$ cat src/rtl/fupd_pkg.sv
// shared types, constants and character helpers of the uri percent decoder
`timescale 1ns / 1ps
`default_nettype none
package fupd_pkg;

	localparam int unsigned PREFIX_LEN  = 7;
	localparam int unsigned QUEUE_DEPTH = 4;
	localparam int unsigned QUEUE_AW    = $clog2(QUEUE_DEPTH);

	localparam logic [7:0] PERCENT_CHAR = 8'h25;

	// held escape codes
	localparam logic [1:0] HELD_NONE = 2'd0;
	localparam logic [1:0] HELD_PCT  = 2'd1;
	localparam logic [1:0] HELD_HEX  = 2'd2;

	// one classified input byte: up to three results
	typedef struct packed {
		logic [1:0] cnt;       // number of results, 1..3
		logic [7:0] b0;
		logic [7:0] b1;
		logic [7:0] b2;
		logic       present;   // 0 only for the lone empty closing result
		logic       path_end;  // last result of this entry closes the path
		logic       path_kept;
	} fupd_entry_t;

	// front to queue
	typedef struct packed {
		logic        valid;
		fupd_entry_t entry;
	} fupd_push_t;

	// queue to back
	typedef struct packed {
		logic        empty;
		fupd_entry_t head;
	} fupd_head_t;

	function automatic logic [7:0] prefix_char(input logic [2:0] pos);
		logic [7:0] c;
		c = 8'h00;
		unique case (pos)
			3'd0: c = 8'h66; // f
			3'd1: c = 8'h69; // i
			3'd2: c = 8'h6c; // l
			3'd3: c = 8'h65; // e
			3'd4: c = 8'h3a; // :
			3'd5: c = 8'h2f; // /
			3'd6: c = 8'h2f; // /
			default: c = 8'h00;
		endcase
		return c;
	endfunction

	function automatic logic is_hex(input logic [7:0] c);
		return ((c >= 8'h30) && (c <= 8'h39)) ||
		       ((c >= 8'h61) && (c <= 8'h66)) ||
		       ((c >= 8'h41) && (c <= 8'h46));
	endfunction

	// nibble value of a hex digit, zero for anything else
	function automatic logic [3:0] hex_val(input logic [7:0] c);
		logic [7:0] v;
		v = 8'h00;
		if ((c >= 8'h30) && (c <= 8'h39)) begin
			v = c - 8'h30;
		end else if ((c >= 8'h61) && (c <= 8'h66)) begin
			v = c - 8'h57;
		end else if ((c >= 8'h41) && (c <= 8'h46)) begin
			v = c - 8'h37;
		end
		return v[3:0];
	endfunction

endpackage
`default_nettype wire

$ cat src/rtl/fupd_front.sv
// front end: prefix match, escape tracking and classification of each byte
`timescale 1ns / 1ps
`default_nettype none
module fupd_front (
	input  wire logic               clk,
	input  wire logic               arst_n,
	input  wire logic               in_valid,
	output logic                    in_ready,
	input  wire logic [7:0]         in_byte,
	input  wire logic               in_last,
	input  wire logic               queue_full,
	output fupd_pkg::fupd_push_t    push
);

	logic [2:0] pos_q;
	logic       failed_q;
	logic [1:0] held_q;
	logic [7:0] hex_q;
	logic       emitted_q;

	logic [2:0] pos_d;
	logic       failed_d;
	logic [1:0] held_d;
	logic [7:0] hex_d;
	logic       emitted_d;
	logic       accept;

	fupd_pkg::fupd_entry_t ent;

	assign in_ready = !queue_full;
	assign accept   = in_valid && in_ready;

	always_comb begin
		pos_d     = pos_q;
		failed_d  = failed_q;
		held_d    = held_q;
		hex_d     = hex_q;
		ent       = '0;
		ent.present = 1'b1;

		if (failed_q) begin
			// dropped uri, wait for its end
		end else if (pos_q != 3'(fupd_pkg::PREFIX_LEN)) begin
			if (in_byte == fupd_pkg::prefix_char(pos_q)) begin
				pos_d = pos_q + 3'd1;
			end else begin
				failed_d = 1'b1;
			end
		end else begin
			unique case (held_q)
				fupd_pkg::HELD_PCT: begin
					if (fupd_pkg::is_hex(in_byte) && !in_last) begin
						hex_d  = in_byte;
						held_d = fupd_pkg::HELD_HEX;
					end else begin
						held_d  = fupd_pkg::HELD_NONE;
						ent.b0  = fupd_pkg::PERCENT_CHAR;
						ent.cnt = 2'd1;
						if (in_byte == fupd_pkg::PERCENT_CHAR && !in_last) begin
							held_d = fupd_pkg::HELD_PCT;
						end else begin
							ent.b1  = in_byte;
							ent.cnt = 2'd2;
						end
					end
				end
				fupd_pkg::HELD_HEX: begin
					held_d = fupd_pkg::HELD_NONE;
					if (fupd_pkg::is_hex(in_byte)) begin
						ent.b0  = {fupd_pkg::hex_val(hex_q), fupd_pkg::hex_val(in_byte)};
						ent.cnt = 2'd1;
					end else begin
						ent.b0  = fupd_pkg::PERCENT_CHAR;
						ent.b1  = hex_q;
						ent.cnt = 2'd2;
						if (in_byte == fupd_pkg::PERCENT_CHAR && !in_last) begin
							held_d = fupd_pkg::HELD_PCT;
						end else begin
							ent.b2  = in_byte;
							ent.cnt = 2'd3;
						end
					end
				end
				default: begin
					// no escape open; an unused held code acts as none
					held_d = fupd_pkg::HELD_NONE;
					if (in_byte == fupd_pkg::PERCENT_CHAR && !in_last) begin
						held_d = fupd_pkg::HELD_PCT;
					end else begin
						ent.b0  = in_byte;
						ent.cnt = 2'd1;
					end
				end
			endcase
		end

		emitted_d = emitted_q || (ent.cnt != 2'd0);

		if (in_last) begin
			ent.path_end  = 1'b1;
			ent.path_kept = !failed_d && (pos_d == 3'(fupd_pkg::PREFIX_LEN)) && emitted_d;
			if (ent.cnt == 2'd0) begin
				ent.cnt     = 2'd1;
				ent.present = 1'b0;
			end
			// back to reset state for the next uri
			pos_d     = 3'd0;
			failed_d  = 1'b0;
			held_d    = fupd_pkg::HELD_NONE;
			hex_d     = 8'h00;
			emitted_d = 1'b0;
		end
	end

	assign push.valid = accept && (ent.cnt != 2'd0);
	assign push.entry = ent;

	always_ff @(posedge clk or negedge arst_n) begin
		if (!arst_n) begin
			pos_q     <= 3'd0;
			failed_q  <= 1'b0;
			held_q    <= fupd_pkg::HELD_NONE;
			hex_q     <= 8'h00;
			emitted_q <= 1'b0;
		end else if (accept) begin
			pos_q     <= pos_d;
			failed_q  <= failed_d;
			held_q    <= held_d;
			hex_q     <= hex_d;
			emitted_q <= emitted_d;
		end
	end

endmodule
`default_nettype wire

$ cat src/rtl/fupd_queue.sv
// small fifo of classified entries between front and back
`timescale 1ns / 1ps
`default_nettype none
module fupd_queue (
	input  wire logic                 clk,
	input  wire logic                 arst_n,
	input  fupd_pkg::fupd_push_t      push,
	input  wire logic                 pop,
	output logic                      full,
	output fupd_pkg::fupd_head_t      head
);

	localparam int unsigned AW = fupd_pkg::QUEUE_AW;

	fupd_pkg::fupd_entry_t mem_q [fupd_pkg::QUEUE_DEPTH];
	logic [AW-1:0] wr_ptr_q;
	logic [AW-1:0] rd_ptr_q;
	logic [AW:0]   count_q;
	logic          do_push;
	logic          do_pop;

	assign full       = (count_q == (AW+1)'(fupd_pkg::QUEUE_DEPTH));
	assign head.empty = (count_q == '0);
	assign head.head  = mem_q[rd_ptr_q];

	assign do_push = push.valid && !full;
	assign do_pop  = pop && !head.empty;

	always_ff @(posedge clk) begin
		if (do_push) begin
			mem_q[wr_ptr_q] <= push.entry;
		end
	end

	// depth is a power of two, so the pointers wrap on their own
	always_ff @(posedge clk or negedge arst_n) begin
		if (!arst_n) begin
			wr_ptr_q <= '0;
			rd_ptr_q <= '0;
			count_q  <= '0;
		end else begin
			if (do_push) begin
				wr_ptr_q <= wr_ptr_q + 1'b1;
			end
			if (do_pop) begin
				rd_ptr_q <= rd_ptr_q + 1'b1;
			end
			unique case ({do_push, do_pop})
				2'b10:   count_q <= count_q + 1'b1;
				2'b01:   count_q <= count_q - 1'b1;
				default: count_q <= count_q;
			endcase
		end
	end

endmodule
`default_nettype wire

$ cat src/rtl/fupd_back.sv
// back end: walks each entry one result per cycle, unless the output stalls, into the output register
`timescale 1ns / 1ps
`default_nettype none
module fupd_back (
	input  wire logic               clk,
	input  wire logic               arst_n,
	input  fupd_pkg::fupd_head_t    head,
	output logic                    pop,
	output logic                    out_valid,
	input  wire logic               out_ready,
	output logic [7:0]              out_byte,
	output logic                    out_present,
	output logic                    out_end,
	output logic                    out_kept
);

	logic [1:0] idx_q;
	logic       valid_q;
	logic [7:0] byte_q;
	logic       present_q;
	logic       end_q;
	logic       kept_q;

	logic       load;
	logic       is_final;
	logic [7:0] sel_byte;

	assign load     = !head.empty && (!valid_q || out_ready);
	assign is_final = (idx_q == (head.head.cnt - 2'd1));
	assign pop      = load && is_final;

	always_comb begin
		unique case (idx_q)
			2'd0:    sel_byte = head.head.b0;
			2'd1:    sel_byte = head.head.b1;
			default: sel_byte = head.head.b2;
		endcase
	end

	always_ff @(posedge clk) begin
		if (load) begin
			byte_q    <= sel_byte;
			present_q <= head.head.present;
			end_q     <= head.head.path_end && is_final;
			kept_q    <= head.head.path_kept && is_final;
		end
	end

	always_ff @(posedge clk or negedge arst_n) begin
		if (!arst_n) begin
			idx_q   <= 2'd0;
			valid_q <= 1'b0;
		end else begin
			if (load) begin
				valid_q <= 1'b1;
				idx_q   <= is_final ? 2'd0 : idx_q + 2'd1;
			end else if (out_ready) begin
				valid_q <= 1'b0;
			end
		end
	end

	assign out_valid   = valid_q;
	assign out_byte    = byte_q;
	assign out_present = present_q;
	assign out_end     = end_q;
	assign out_kept    = kept_q;

endmodule
`default_nettype wire

$ cat src/rtl/file_uri_percent_decoder.sv
// top level of the file uri percent decoder
`timescale 1ns / 1ps
`default_nettype none
// file uri percent decoder. takes a uri one byte per request on the slave
// stream, tlast on its final byte. the first seven bytes must read "file://";
// otherwise the uri produces no path bytes. after the prefix, '%' and two hex
// digits of either case become one byte; a broken or cut-off escape comes out
// literally. every byte turns into zero to three result requests, and the
// uri's last byte always closes with a result that has tlast set: tuser[1]
// tells whether the path is kept (prefix matched and at least one byte came
// out). an empty result (tuser[0] low, tdata zero) carries tlast when the last
// byte yields no path byte.
// rate: the front accepts one byte per cycle whenever the four-entry queue has
// room; the back emits one result per cycle while m_axis_tready is high. a byte
// yields 1 to 3 results (none for prefix bytes and held escape characters,
// except on the uri's last byte). sustained throughput is one result per cycle
// while m_axis_tready is high, set by the single output register. the first
// result of a byte passes through the queue and then the output register
// before it appears on the master side. there is no clearing pass after reset.
module file_uri_percent_decoder (
	input  wire logic       clk,
	input  wire logic       arst_n,
	// input byte stream
	input  wire logic       s_axis_tvalid,
	output logic            s_axis_tready,
	input  wire logic [7:0] s_axis_tdata,  // [7:0] uri_byte
	input  wire logic       s_axis_tlast,  // uri_last
	// decoded path stream
	output logic            m_axis_tvalid,
	input  wire logic       m_axis_tready,
	output logic [7:0]      m_axis_tdata,  // [7:0] path_byte
	output logic            m_axis_tlast,  // path_end
	output logic [1:0]      m_axis_tuser   // [0] byte_present, [1] path_kept
);

	fupd_pkg::fupd_push_t push;
	fupd_pkg::fupd_head_t head;
	logic                 queue_full;
	logic                 pop;
	logic                 present;
	logic                 kept;

	// front: prefix check and escape state, one entry per byte with results
	fupd_front u_front (
		.clk        (clk),
		.arst_n     (arst_n),
		.in_valid   (s_axis_tvalid),
		.in_ready   (s_axis_tready),
		.in_byte    (s_axis_tdata),
		.in_last    (s_axis_tlast),
		.queue_full (queue_full),
		.push       (push)
	);

	// decouples bursts of up to three results from the input, which takes one byte per cycle while the queue has room
	fupd_queue u_queue (
		.clk    (clk),
		.arst_n (arst_n),
		.push   (push),
		.pop    (pop),
		.full   (queue_full),
		.head   (head)
	);

	// back: serializes entries and holds the output register
	fupd_back u_back (
		.clk         (clk),
		.arst_n      (arst_n),
		.head        (head),
		.pop         (pop),
		.out_valid   (m_axis_tvalid),
		.out_ready   (m_axis_tready),
		.out_byte    (m_axis_tdata),
		.out_present (present),
		.out_end     (m_axis_tlast),
		.out_kept    (kept)
	);

	assign m_axis_tuser = {kept, present};

endmodule
`default_nettype wire

$ cat config.mk
export PLATFORM = sky130hd
export DESIGN_NAME = file_uri_percent_decoder
export DESIGN_NICKNAME = d
export VERILOG_FILES = /design/src/rtl/fupd_pkg.sv /design/src/rtl/fupd_front.sv /design/src/rtl/fupd_queue.sv /design/src/rtl/fupd_back.sv /design/src/rtl/file_uri_percent_decoder.sv
export SDC_FILE = /design/constraint.sdc
export NUM_CORES = 1
export LEC_CHECK = 0
export ABC_AREA = 1
export BUFFER_PORTS_ARGS = -buffer_cell sky130_fd_sc_hd__buf_2
export CAP_MARGIN = 20
export CORE_ASPECT_RATIO = 1.75
export CORE_UTILIZATION = 30
export DETAILED_ROUTE_END_ITERATION = 10
export MAX_ROUTING_LAYER = met4
export PLACE_DENSITY_LB_ADDON = 0.08
export SLEW_MARGIN = 0
export SYNTH_ARGS = -nofsm -noshare
export SYNTH_HDL_FRONTEND = slang
export SYNTH_HIERARCHICAL = 1
export SYNTH_SLANG_ARGS = --single-unit
$ cat constraint.sdc
create_clock -name clk -period 3.31 [get_ports clk]
set_input_delay 0.662 -clock clk [delete_from_list [all_inputs] [get_ports clk]]
set_output_delay 0.662 -clock clk [all_outputs]
set_load 0.01 [all_outputs]
==> results.ini <==
[outcome]
status=finished, final reports clean

[critical_path]
cp.arrival_ns=3.21
reg2reg_setup_slack_ns=0.44
cpMostUsedCell=inv_1
end_kind=flip-flop
reg2reg_from=u_front/pos_q[2]$_DFFE_PN0P_
crit_required_ns=3.65
critPathMaxStageDelay_ns=0.64
cp_max_fo=11
r2r-end=u_queue/count_q[1]$_DFFE_PN0P_
path_class=reg -> reg
path_cells=ha_1 > inv_1 > nor2_1 > inv_1 > nor2_1 > nand2_1 > nand3_1 > nand2_1 > inv_1 > nand2_1 > ha_1 > inv_1 > fa_1 > o21ai_0
start_kind=flip-flop
r2r_cells=14
cp_slowest_cell=dfrtp_1

[power]
p_leak_nw=3.79
clkPwrFrac_pct=27.9
power_switching_mw=2.27
pwr-share-comb_pct=32.5
vdd_ir_drop_max_v=0.000361
p_seq_share_pct=39.7
p_per_area_nw_per_um2=720
p_sw_share_pct=35.5
p_int_mw=4.12

[timing]
slew_headroom_pct=54.7
rsz0062_at_grt=false
setup_ws_ns=0.442
fin_crit_sh_pct=86.7
slew_violations=0
finalCriticalPeriod_ns=2.87
setup-violations-final=0
worst_pin_slew_ns=0.679
fin_skew_ns=0.00616
fmax_ghz=0.349
hold_viol_final=0

[final_layout]
utilization_pct=35.0
fillerInstances=2601
syn_to_final_growth_pct=13.9
drive_above_1_share_pct=16.2
final_nets=858
diodes=0

[logic_synthesis]
syn_avg_cell_area_um2=9.86
synthAdderAreaFrac_pct=3.79
synth_top_family_by_area=simple AND/OR/NAND/NOR gates
synth_edf_count=127
synth_commonest_cells=nand2_1 (208), edfxtp_1 (127), inv_1 (120)
synth_most_common_cell=nand2_1
ys_seq_area_share_pct=57.0
yosysTopAreaCellShare_pct=49.0
synthXorXnorAreaFrac_pct=0.225
ys_ff_latch=152
synth_ff_type=edfxtp_1
synth_cells=790
synth-async-reset-ratio_pct=16.4
synth.yosys.warnings=6
syn-num-nets=826
synth_area_um2=7790
synth_top_area_cell=edfxtp_1
synth_compound_area_share_pct=11.9
yosysUniqueCellTypes=36
synthSimpleGateAreaFrac_pct=18.1
synth.area.top_cells=edfxtp_1 (49%), nand2_1 (10%), dfrtp_1 (8.0%)
muxShareOfSynthArea_pct=0

[die]
die_w_um=124
die_h_um=215
initial_utilization_pct=30.7
rows=77
core_um2=25300
io_pins=26
dieArea_um2=26600

[clock_network]
clock_sinks=152
cts_setup_buffers=0
clkSlewWorstSetupHoldPaths_ns=0.06
root_buffer=clkbuf_16
cts_tree=built
clock_latency_ns=0.43
cts-resized-gates=0
clockBufferDepth=2
hold_buffers=0
numCtsBuffers=17
htreeDepth=4

[drt]
drtPass1Iterations=4
via_per_inst=4.69
dr_total_vias=5398
drc_errors=0
wirelength_mm=19.6
drtAntennaViolNets=0
drt-initial-drc-count=236
wl_per_cell_um=17.0

[grt]
grt_start_max_net_pins=109
grt_pass1_vias=5678
grtUsageTotal_pct=16.5
overflow=0
grt_pass1_wl_mm=30.8
antenna_found_initial=0

[placement]
pre_cts_ws_ns=0.0987
port_buffers=25
place.gp.congestion=0.917
dp_hpwl_mm=13.8

[job]
cap_viol_max_count=0

[hold_path]
hold_class=in -> async

-- critical path: cells and delay by family (launching register included) --
kind / cells / cell delay, ns
flip-flops: 1 / 0.64
AND/OR/NAND/NOR: 6 / 0.67
adder cells (fa/ha/maj): 3 / 0.90
buffers and inverters: 4 / 0.38
AO/OA/AOI/OAI: 1 / 0.18
-- cells by family after synthesis --
group           count (synthesis)
flops                         152
fa+ha+maj                      23
xor+xnor                        2
compound gates                118
buf+inv                       167
simple gates                  328
-- metal layers --
| layer | track usage [%] | part of all wire [%] | routed length [um] |
|---|---|---|---|
| met1 | 16.7 | 39 | 7740 |
| met2 | 29.4 | 54 | 10600 |
| met3 | 3.53 | 2.9 | 560 |
| met4 | 7.95 | 3.6 | 696 |
| met5 | - | 0 | 0 |
-- flip-flops by register name, summed over array words and instances (netlist names), 2 cells and up --
register,cells
u_queue/mem_q,116
u_back/out_byte,8
u_front/hex_q,8
u_front/pos_q,3
u_queue/count_q,3
u_back/idx_q,2
u_front/held_q,2
u_queue/rd_ptr_q,2
u_queue/wr_ptr_q,2
-- cells in the final DEF, fill, tap and decap left out, types with 17 or more instances in the layout --
| cell type | synthesis | final |
|---|---|---|
| nand2_1 | 208 | 208 |
| edfxtp_1 | 127 | 127 |
| inv_1 | 120 | 120 |
| nand3_1 | 46 | 46 |
| nor2_1 | 48 | 44 |
| o211ai_1 | 31 | 31 |
| o211ai_2 | 29 | 29 |
| buf_2 | 12 | 25 |
| dfrtp_1 | 25 | 25 |
| ha_1 | 22 | 22 |
| a21oi_1 | 21 | 21 |
| clkbuf_16 | 0 | 17 |
-- through the flow --
stage	total power, mW	cell area (um^2)	TNS (ns)	std cells	hold WS (ns)
after CTS	6.53	8870	0	1151	0.256
final	6.39	8870	0	1151	0.254
after floorplan	4.11	7790	-34.62	790	0.366
after global routing	6.84	8870	0	1151	0.281
after detailed placement	4.72	8330	0	1119	0.483
after global placement	4.67	8330	0	1119	0.474
-- area by class of cell --
type                       count  area, um^2  area share, %
inverter                     137         515           5.81
sequential                   152        4440           50.0
tap                          316         395           4.46
clock inverter                14         110           1.24
timing repair buffer          43         323           3.64
multi-input combinational    471        2660           30.0
clock buffer                  18         429           4.84
-- worst max-delay path by stage --
stage	startpoint	to	slack [ns]
after floorplan	s_axis_tdata[1]	u_queue/mem_q[0][0]$_DFFE_PP_	-0.30
after global placement	s_axis_tdata[0]	u_queue/count_q[2]$_DFFE_PN0P_	0.22
after detailed placement	s_axis_tdata[0]	u_queue/count_q[2]$_DFFE_PN0P_	0.1
after CTS	u_front/pos_q[2]$_DFFE_PN0P_	u_queue/count_q[1]$_DFFE_PN0P_	0.47
after global routing	u_front/pos_q[1]$_DFFE_PN0P_	u_queue/count_q[1]$_DFFE_PN0P_	0.19
final	u_front/pos_q[2]$_DFFE_PN0P_	u_queue/count_q[1]$_DFFE_PN0P_	0.44
-- power groups by stage --
stage	registers, mW	clock network, mW	logic [mW]
after floorplan	2.59	0	1.51
after global placement	2.57	0	2.10
after detailed placement	2.58	0	2.14
after CTS	2.54	1.84	2.15
after global routing	2.57	1.91	2.36
final	2.54	1.78	2.07
Power figures use the tool's default switching activity.
